<file path="config.mk">
export PLATFORM = sky130hd
export DESIGN_NAME = base64_stream_encoder
export DESIGN_NICKNAME = d
export VERILOG_FILES = /design/src/sv/b64enc_pkg.sv /design/src/sv/b64enc_front.sv /design/src/sv/b64enc_queue.sv /design/src/sv/b64enc_back.sv /design/src/sv/base64_stream_encoder.sv
export SDC_FILE = /design/constraint.sdc
export NUM_CORES = 1
export LEC_CHECK = 0
export ABC_AREA = 1
export BUFFER_PORTS_ARGS = -buffer_cell sky130_fd_sc_hd__buf_2
export CELL_PAD_IN_SITES_DETAIL_PLACEMENT = 1
export CELL_PAD_IN_SITES_GLOBAL_PLACEMENT = 1
export CORE_ASPECT_RATIO = 2
export CORE_MARGIN = 5
export CORE_UTILIZATION = 49
export DETAILED_ROUTE_END_ITERATION = 7
export GPL_TIMING_DRIVEN = 0
export HOLD_SLACK_MARGIN = 0.02
export PLACE_DENSITY_LB_ADDON = 0.1
export SYNTH_ARGS = -nofsm -noshare
export SYNTH_HDL_FRONTEND = slang
export SYNTH_SLANG_ARGS = --single-unit
</file>
<file path="constraint.sdc">
create_clock -name clock -period 5.8 [get_ports clock]
set_input_delay 1.16 -clock clock [delete_from_list [all_inputs] [get_ports clock]]
set_output_delay 1.16 -clock clock [all_outputs]
set_load 0.02 [all_outputs]
</file>
<file path="src/sv/b64enc_pkg.sv">
// shared types, constants and the alphabet lookup for the base64 stream encoder
package b64enc_pkg;

   localparam logic [7:0] PAD_CHAR = 8'h3D;

   // phases of a 3-byte group
   localparam logic [1:0] PHASE_FIRST  = 2'd0;
   localparam logic [1:0] PHASE_SECOND = 2'd1;
   localparam logic [1:0] PHASE_THIRD  = 2'd2;

   // characters produced by one input byte, oldest in chars[0]
   typedef struct packed {
      logic [3:0][7:0] chars;
      logic [1:0]      last_idx;
      logic            is_final;
   } entry_type;

   // standard alphabet: A-Z, a-z, 0-9, '+', '/'
   function automatic logic [7:0] sextet_char(input logic [5:0] v);
      logic [7:0] c;
      begin
         if (v < 6'd26) begin
            c = 8'h41 + {2'b00, v};
         end else if (v < 6'd52) begin
            c = 8'h61 + {2'b00, v - 6'd26};
         end else if (v < 6'd62) begin
            c = 8'h30 + {2'b00, v - 6'd52};
         end else if (v == 6'd62) begin
            c = 8'h2B;
         end else begin
            c = 8'h2F;
         end
         return c;
      end
   endfunction

endpackage

</file>
<file path="src/sv/b64enc_front.sv">
// front end: accepts bytes, tracks the group phase and builds character entries
module b64enc_front (
   input  logic                  clock,
   input  logic                  reset,
   input  logic                  req_push,
   input  logic [7:0]            req_data_byte,
   input  logic                  req_final_byte,
   input  logic                  q_full,
   output logic                  q_push,
   output b64enc_pkg::entry_type q_entry
);

   logic [1:0] phase_ff, phase_in;
   logic [3:0] leftover_ff, leftover_in;

   assign q_push = req_push && !q_full;

   always_comb begin
      q_entry          = '0;
      q_entry.is_final = req_final_byte;
      phase_in         = phase_ff;
      leftover_in      = leftover_ff;
      case (phase_ff)
         b64enc_pkg::PHASE_SECOND: begin
            q_entry.chars[0] = b64enc_pkg::sextet_char({leftover_ff[1:0], req_data_byte[7:4]});
            q_entry.chars[1] = b64enc_pkg::sextet_char({req_data_byte[3:0], 2'b00});
            q_entry.chars[2] = b64enc_pkg::PAD_CHAR;
            q_entry.last_idx = req_final_byte ? 2'd2 : 2'd0;
            phase_in         = b64enc_pkg::PHASE_THIRD;
            leftover_in      = req_data_byte[3:0];
         end
         b64enc_pkg::PHASE_THIRD: begin
            q_entry.chars[0] = b64enc_pkg::sextet_char({leftover_ff, req_data_byte[7:6]});
            q_entry.chars[1] = b64enc_pkg::sextet_char(req_data_byte[5:0]);
            q_entry.last_idx = 2'd1;
            phase_in         = b64enc_pkg::PHASE_FIRST;
            leftover_in      = '0;
         end
         default: begin
            q_entry.chars[0] = b64enc_pkg::sextet_char(req_data_byte[7:2]);
            q_entry.chars[1] = b64enc_pkg::sextet_char({req_data_byte[1:0], 4'b0000});
            q_entry.chars[2] = b64enc_pkg::PAD_CHAR;
            q_entry.chars[3] = b64enc_pkg::PAD_CHAR;
            q_entry.last_idx = req_final_byte ? 2'd3 : 2'd0;
            phase_in         = b64enc_pkg::PHASE_SECOND;
            leftover_in      = {2'b00, req_data_byte[1:0]};
         end
      endcase
      // end of message: flush done, start a fresh group
      if (req_final_byte) begin
         phase_in    = b64enc_pkg::PHASE_FIRST;
         leftover_in = '0;
      end
   end

   always_ff @(posedge clock) begin
      if (reset) begin
         phase_ff    <= b64enc_pkg::PHASE_FIRST;
         leftover_ff <= '0;
      end else if (q_push) begin
         phase_ff    <= phase_in;
         leftover_ff <= leftover_in;
      end
   end

endmodule

</file>
<file path="src/sv/b64enc_queue.sv">
// short entry queue between the front end and the character serializer
module b64enc_queue #(
   parameter int DEPTH = 4
) (
   input  logic                  clock,
   input  logic                  reset,
   input  logic                  push,
   input  b64enc_pkg::entry_type push_entry,
   output logic                  full,
   input  logic                  pop,
   output b64enc_pkg::entry_type pop_entry,
   output logic                  empty
);

   localparam int PTR_W = (DEPTH > 1) ? $clog2(DEPTH) : 1;
   localparam int CNT_W = $clog2(DEPTH + 1);

   b64enc_pkg::entry_type slots_ff [DEPTH];
   logic [PTR_W-1:0] wr_ptr_ff, rd_ptr_ff;
   logic [CNT_W-1:0] count_ff;
   logic             do_push, do_pop;

   assign full      = (count_ff == CNT_W'(DEPTH));
   assign empty     = (count_ff == '0);
   assign do_push   = push && !full;
   assign do_pop    = pop && !empty;
   assign pop_entry = slots_ff[rd_ptr_ff];

   always_ff @(posedge clock) begin
      if (do_push) begin
         slots_ff[wr_ptr_ff] <= push_entry;
      end
   end

   always_ff @(posedge clock) begin
      if (reset) begin
         wr_ptr_ff <= '0;
         rd_ptr_ff <= '0;
         count_ff  <= '0;
      end else begin
         if (do_push) begin
            wr_ptr_ff <= (wr_ptr_ff == PTR_W'(DEPTH - 1)) ? '0 : wr_ptr_ff + 1'b1;
         end
         if (do_pop) begin
            rd_ptr_ff <= (rd_ptr_ff == PTR_W'(DEPTH - 1)) ? '0 : rd_ptr_ff + 1'b1;
         end
         if (do_push && !do_pop) begin
            count_ff <= count_ff + 1'b1;
         end else if (do_pop && !do_push) begin
            count_ff <= count_ff - 1'b1;
         end
      end
   end

endmodule

</file>
<file path="src/sv/b64enc_back.sv">
// back end: holds one entry and hands out its characters one per transfer
module b64enc_back (
   input  logic                  clock,
   input  logic                  reset,
   input  logic                  q_empty,
   input  b64enc_pkg::entry_type q_entry,
   output logic                  q_pop,
   output logic                  rsp_empty,
   input  logic                  rsp_pop,
   output logic [7:0]            rsp_code_char,
   output logic                  rsp_final_char
);

   b64enc_pkg::entry_type cur_ff;
   logic                  valid_ff;
   logic [1:0]            idx_ff;
   logic                  at_last, done, load;

   assign at_last        = (idx_ff == cur_ff.last_idx);
   assign done           = rsp_pop && valid_ff && at_last;
   assign load           = !valid_ff || done;
   assign q_pop          = load && !q_empty;
   assign rsp_empty      = !valid_ff;
   assign rsp_code_char  = cur_ff.chars[idx_ff];
   assign rsp_final_char = cur_ff.is_final && at_last;

   always_ff @(posedge clock) begin
      if (q_pop) begin
         cur_ff <= q_entry;
      end
   end

   always_ff @(posedge clock) begin
      if (reset) begin
         valid_ff <= 1'b0;
         idx_ff   <= '0;
      end else if (load) begin
         valid_ff <= !q_empty;
         idx_ff   <= '0;
      end else if (rsp_pop) begin
         idx_ff <= idx_ff + 2'd1;
      end
   end

   a_idx_bound: assert property (@(posedge clock) disable iff (reset)
      valid_ff |-> idx_ff <= cur_ff.last_idx)
      else $error("character index ran past the end of its entry");

   a_idle_idx: assert property (@(posedge clock) disable iff (reset)
      !valid_ff |-> idx_ff == 2'd0)
      else $error("index not cleared while no entry is held");

   a_step: assert property (@(posedge clock) disable iff (reset)
      (rsp_pop && valid_ff && !at_last) |=> valid_ff && idx_ff == $past(idx_ff) + 2'd1)
      else $error("mid-entry transfer did not advance to the next character");

   a_reload: assert property (@(posedge clock) disable iff (reset)
      (done && !q_empty) |=> valid_ff && idx_ff == 2'd0)
      else $error("finished entry not replaced by the waiting one");

endmodule

</file>
<file path="src/sv/base64_stream_encoder.sv">
// top level of the streaming base64 encoder
//
// input side: a queue-style byte channel. a byte and its end-of-message flag
// transfer when req_push is high and req_full is low; the block takes one
// byte every cycle as long as its entry queue has room.
// output side: a queue-style character channel. while rsp_empty is low the
// oldest character sits on rsp_code_char, with rsp_final_char high on the
// last character of a message; it transfers when rsp_pop is high.
// each byte turns into one entry of one to four characters (two at the end
// of a group, up to four at the flush of a final byte with '=' padding).
// the first character of a byte shows once the byte has passed the entry
// queue and then the serializer register, when both are idle.
// the serializer gives one character per cycle while rsp_pop is high and
// the queue holds entries, so it, not the byte intake, sets the pace (3
// bytes, 4 characters).
// a stalled receiver holds the current character; bytes keep arriving until
// the QUEUE_DEPTH entry queue fills, then req_full rises.
// reset clears the group phase, the queue and the serializer; no character
// is left waiting afterwards.
module base64_stream_encoder #(
   parameter int QUEUE_DEPTH = 4
) (
   input  logic       clock,
   input  logic       reset,
   // byte channel
   input  logic       req_push,
   output logic       req_full,
   input  logic [7:0] req_data_byte,
   input  logic       req_final_byte,
   // character channel
   output logic       rsp_empty,
   input  logic       rsp_pop,
   output logic [7:0] rsp_code_char,
   output logic       rsp_final_char
);

   b64enc_pkg::entry_type push_entry, pop_entry;
   logic                  q_push, q_full, q_pop, q_empty;

   // queue full is the only reason to refuse a byte
   assign req_full = q_full;

   // front end: group phase and leftover bits, one entry per byte
   b64enc_front u_front (
      .clock          (clock),
      .reset          (reset),
      .req_push       (req_push),
      .req_data_byte  (req_data_byte),
      .req_final_byte (req_final_byte),
      .q_full         (q_full),
      .q_push         (q_push),
      .q_entry        (push_entry)
   );

   // entry queue decouples byte intake from character output
   b64enc_queue #(
      .DEPTH (QUEUE_DEPTH)
   ) u_queue (
      .clock      (clock),
      .reset      (reset),
      .push       (q_push),
      .push_entry (push_entry),
      .full       (q_full),
      .pop        (q_pop),
      .pop_entry  (pop_entry),
      .empty      (q_empty)
   );

   // serializer: one character per transfer
   b64enc_back u_back (
      .clock          (clock),
      .reset          (reset),
      .q_empty        (q_empty),
      .q_entry        (pop_entry),
      .q_pop          (q_pop),
      .rsp_empty      (rsp_empty),
      .rsp_pop        (rsp_pop),
      .rsp_code_char  (rsp_code_char),
      .rsp_final_char (rsp_final_char)
   );

endmodule
</file>
Yosys cells after proc, flatten, opt, wreduce, memory -nomap -nowiden --
Memories as Yosys holds them, arrays and structs flattened. A register that Yosys moved wholly into a read port is not among the register bits. Index checks and enable logic that the tools add are counted.
Word-level totals: bits of input ports 13, output and inout bits 11, word-level logic and storage cells 132, register bits 32, bits in writable memories 124, memories 1
Operators by class: add/subtract/negate cells 35, multiplexer cells 39, reductions and logical operators 19, eq/ne operators 10, order comparisons 19
Memory list:
- u_queue.slots_ff | depth 4, bits a word 31, read ports 1, clocked after Yosys merged registers in 1, wr ports 1, line b64enc_queue.sv:18 | b64enc_pkg::entry_type slots_ff [DEPTH];
Operators by type and width (number):
- $mux W8 | 19
- $add A7 B6 Y8 const A | 12
- $lt A6 B6 Y1 const B | 12
- $add A6 B6 Y7 const A | 6
- $lt A6 B5 Y1 const B | 6
- $pmux W18 S2 | 1
- $sub A6 B5 Y6 const B | 6
- $sub A6 B6 Y6 const B | 6
- $eq A6 B6 Y1 const B | 4
- $mux W3 | 6
- $bmux W8 S2 | 1
- $mux W6 | 2
- $mux W2 | 5
- $logic_and A1 B1 Y1 | 9
- $pmux W4 S2 | 1
- $add A2 B1 Y2 const B | 3
- $eq A2 B2 Y1 const B | 3
- $logic_not A1 Y1 | 5
- $mux W4 | 1
- $pmux W2 S2 | 1
- $reduce_or A2 Y1 | 2
- $add A3 B1 Y3 const B | 1
- $eq A3 B3 Y1 const B | 1
- $logic_not A3 Y1 | 1
- other kinds (7) | 8

Depth between registers and ports, before layout --
word-level depth 8, mapped depth 14, depth with buffers taken out 13

Cells and area by module --
A second synthesis with hierarchy kept.
Second synthesis, totals: cell total of the unflattened synthesis 987, area, all modules 10102.2 um^2
By module, submodules not included:
- b64enc_queue | instances 1, cells each 409, area each 5679.2 um^2, seq. area each 4384.2 um^2
- b64enc_front | instances 1, cells each 473, area each 2969.1 um^2, seq. area each 120.1 um^2
- b64enc_back | instances 1, cells each 105, area each 1453.9 um^2, seq. area each 1111.1 um^2

Worst setup path before layout --
No wires, ideal clock.
kind in2reg, start in req_push, end mem u_queue.slots_ff[0][0] in the netlist's numbering, enable pin, data required time 5401 ps, slack 2963 ps, setup time 399 ps, stages 5, arrival 2439 ps, path buffers 1, cell sequence inv_1 nor2_1 inv_1 buf_2 nor2_1
Between the ends: word-level cells in the longest chain between the ends 4
RTL lines:
- start: declaration | line base64_stream_encoder.sv:26 | input logic req_push,
- $logic_and A1 B1 Y1 | line b64enc_front.sv:16 | assign q_push = req_push && !q_full;
- net q_push | line base64_stream_encoder.sv:38 | logic q_push, q_full, q_pop, q_empty;
- $logic_and A1 B1 Y1 | line b64enc_queue.sv:25 | assign do_push = push && !full;
- $mux W1 | line b64enc_queue.sv:30 | if (do_push) begin
- $mux W1 (not written as such) | line b64enc_queue.sv:31 | slots_ff[wr_ptr_ff] <= push_entry;
- end: declaration | line b64enc_queue.sv:18
The timed path passes the listed nets, and every way through them passes these cells.

Worst setup path in the final report --
start reg u_back.idx_ff[0], end out rsp_code_char[0]
Between the ends: word-level cells in the longest chain between the ends 2
RTL lines:
- start: declaration | line b64enc_back.sv:16 | logic [1:0] idx_ff;
- start signal: assignment | line b64enc_back.sv:41 | idx_ff <= idx_ff + 2'd1;
- $bmux W8 S2 | line b64enc_back.sv:24 | assign rsp_code_char = cur_ff.chars[idx_ff];
- $mux W8 (not written as such) | line b64enc_back.sv:24
- end: declaration | line base64_stream_encoder.sv:33 | output logic [7:0] rsp_code_char,
Every way passes these cells. The select of a mux whose other input is x is not followed.

==> run metrics <==
status=completed; Post-Synthesis Cells=808; prevailing post-synth register cell=edfxtp_1; share of layout cells above drive strength 1=14.2%; CTS tree=yes; fin crit period=3.46 ns; DP Cell Count=1030; post-synthesis area per instance=9.00 µm²; die area=17500 µm²; Synth Cell Area=between 7000 and 8000 µm²; final core occ=56.8%; most frequent cells after synthesis=nand2_1, edfxtp_1, nor2_1, o21ai_0, inv_1; Slew Limit Fails=0; first-pass GRT wire length=35.9 mm; Area contributors post-synth=edfxtp_1, ha_1, nand2_1; post-CTS setup repair buffer count=0; remaining global-route overflow=0; share of the clock period used by the worst path=just under 60%; Via-to-Cell Ratio=5.77; WL per Instance=21.8 µm; Seq/Total Area, Yosys=47.7%; leak pwr=roughly 3.4 nW; FF-to-FF path depth=8; Detail Placement HPWL=17.8 mm; Routability Congestion=0.929; Pwr Density=431 nW/µm²; Max-Cap Viols=0; Max FO, Critical Path=9; n_diodes=0; number of iterations in the first detailed-routing pass=5; DRC viols=0; Core Region=14700 µm²; Required @ worst endpoint=approximately 4.6 ns; r2r setup slk=3.41 ns; Die Span Y=182 µm; type of the worst setup path=flop to primary output; actual slew at the worst max-slew pin=0.806 ns; Fin Clk Skew=0.0208 ns; ys async rst share=0%; Hold Path Stages=2; port bufs=23; Critical Path Sink Type=primary output; I/O pin cnt=24; Hold Buf Count CTS=0; starting DRC count in detailed routing=312; vias in the first global route=6773; Layout Cells excl Fill=1062; hold crit path type=flop to flop; RSZ-0062 raised after global routing=no; clock-pin transition on the worst setup and hold timing paths=0.04 ns; Fin. Hold Viols=0; drt total wl=23.1 mm; FP Rows=63; Layout fillers=1723; Clk Latency, worst-skew pair=0.47 ns; total CTS buffers=25; Detail Route Antenna Nets=0; largest net degree at the start of global routing=22; Setup TNS Final=0 ns; CTS Sinks=about 120; VDD IR max=0.150 mV; root buffer cell=clkbuf_16; clock tree buffer depth=3; Syn Nets=around 870; Cell variety after synth=49; synthesized flop and latch total=121; Initial Util=49.4%; Nets=between 900 and 1000; crit start category=flop; top-count cell post-synth=nand2_1; # setup viols final=0; area delta synth->final=15.0%; Synth warnings=0; H-tree levels=4; via count=approximately 6000; Tot GR Track Use=27.7%; initial antenna violation count=0; cell taking the most area after synthesis=edfxtp_1; data arrival time of the critical path=2.30 ns; Synth top area share=between 40% and 50%; Fmax=0.289 GHz; Max-Slew Margin vs Limit=~46%; number of synthesized flops with an enable pin=105; Chip Width=96.2 µm; CTS resizes=0
path summary, 6_finish.rpt:
check                                      startpoint                          endpoint
setup reg to reg  u_front.leftover_ff[0]$_SDFFE_PP0P_  u_queue.slots_ff[2][3]$_DFFE_PP_
hold / removal       u_queue.count_ff[2]$_SDFFE_PP0P_  u_queue.count_ff[2]$_SDFFE_PP0P_
hold reg to reg      u_queue.count_ff[2]$_SDFFE_PP0P_  u_queue.count_ff[2]$_SDFFE_PP0P_
setup / recovery        u_back.idx_ff[0]$_SDFFE_PP0P_                  rsp_code_char[0]
flip-flops by register name, indices dropped and copies added, names as in the netlist:
name                 cells
u_front.phase_ff         2
u_front.leftover_ff      4
u_back.cur_ff           21
u_back.valid_ff          1
u_back.idx_ff            2
u_queue.slots_ff        84
u_queue.count_ff         3
u_queue.wr_ptr_ff        2
u_queue.rd_ptr_ff        2
critical path, cell delays in order, from the launching register on:
cell	delay [ns]
dfxtp_1	0.45
clkinv_1	0.30
o21ai_0	0.56
o21ai_0	0.30
buf_2	0.24
stage by stage:
| step | total power [mW] | hold WS (ns) | setup WS [ns] | cell area, µm² |
|---|---|---|---|---|
| finish | 3.60 | 0.510 | 2.34 | 8370 |
| global route | 3.78 | 0.544 | 2.27 | 8370 |
| CTS | 3.62 | 0.517 | 2.24 | 8370 |
| detailed placement | 2.44 | 0.511 | 2.39 | 7700 |
| global placement | 2.35 | 0.490 | 2.12 | 7630 |
| floorplan | 2.02 | 0.464 | 2.96 | 7270 |
layer usage:
layer  track usage [%]  vias to the layer above  routed length, µm  share of wire, %
met4              19.2                        0               1580               6.8
met1              24.3                     3018               7410                32
met3              3.80                       77                676               2.9
met2              53.8                      171              13500                58
li1                  -                     2858                  -                 -
met5                 0                        -                  0                 0
layout by cell type, fill, tap and decap left out, types with 3 or more instances in the layout:
cell type,synthesis,routed
a21oi_1,39,39
buf_2,9,32
nor2_2,4,8
inv_2,14,14
inv_4,3,3
xor2_1,21,21
clkbuf_1,13,14
ha_1,49,49
nor2_4,4,4
xnor2_1,8,8
a211oi_1,4,4
a31oi_1,4,4
clkbuf_16,0,25
edfxtp_1,105,105
o22ai_1,21,21
nand2_1,132,132
nor3_1,4,4
inv_1,63,63
nor2_1,95,91
nand4_1,5,5
dfxtp_1,16,16
buf_4,6,6
buf_8,1,5
nand2_2,7,7
clkinv_1,2,6
nand2_4,4,4
o21ai_0,84,84
o21ai_1,12,12
nand3_1,46,46
o211ai_1,6,6
area by class of cell:
type	count	area, µm²	area share [%]
sequential	121	3470	41.5
multi-input combinational	575	3340	39.9
clock buffer	27	643	7.69
inverter	82	315	3.77
tap	195	244	2.92
timing repair buffer	27	175	2.09
buffer	30	158	1.88
clock inverter	5	20.0	0.239
where the power goes:
part           switching, mW  internal (mW)
combinational          0.819          0.322
clock                  0.387          0.773
sequential            0.0693           1.23
cells by family (layout without fill, tap and decap cells):
group | Yosys count | in the layout | synth area share, %
AOI/OAI and AO/OA | 182 | 182 | 14.2
xor gates and xnor gates | 30 | 30 | 3.72
adders and majority gates | 50 | 50 | 8.70
buffers and inverters | 112 | 171 | 6.50
DFF | 121 | 121 | 47.7
and+or+nand+nor | 313 | 313 | 19.1
(Power assumes the default switching activity.)
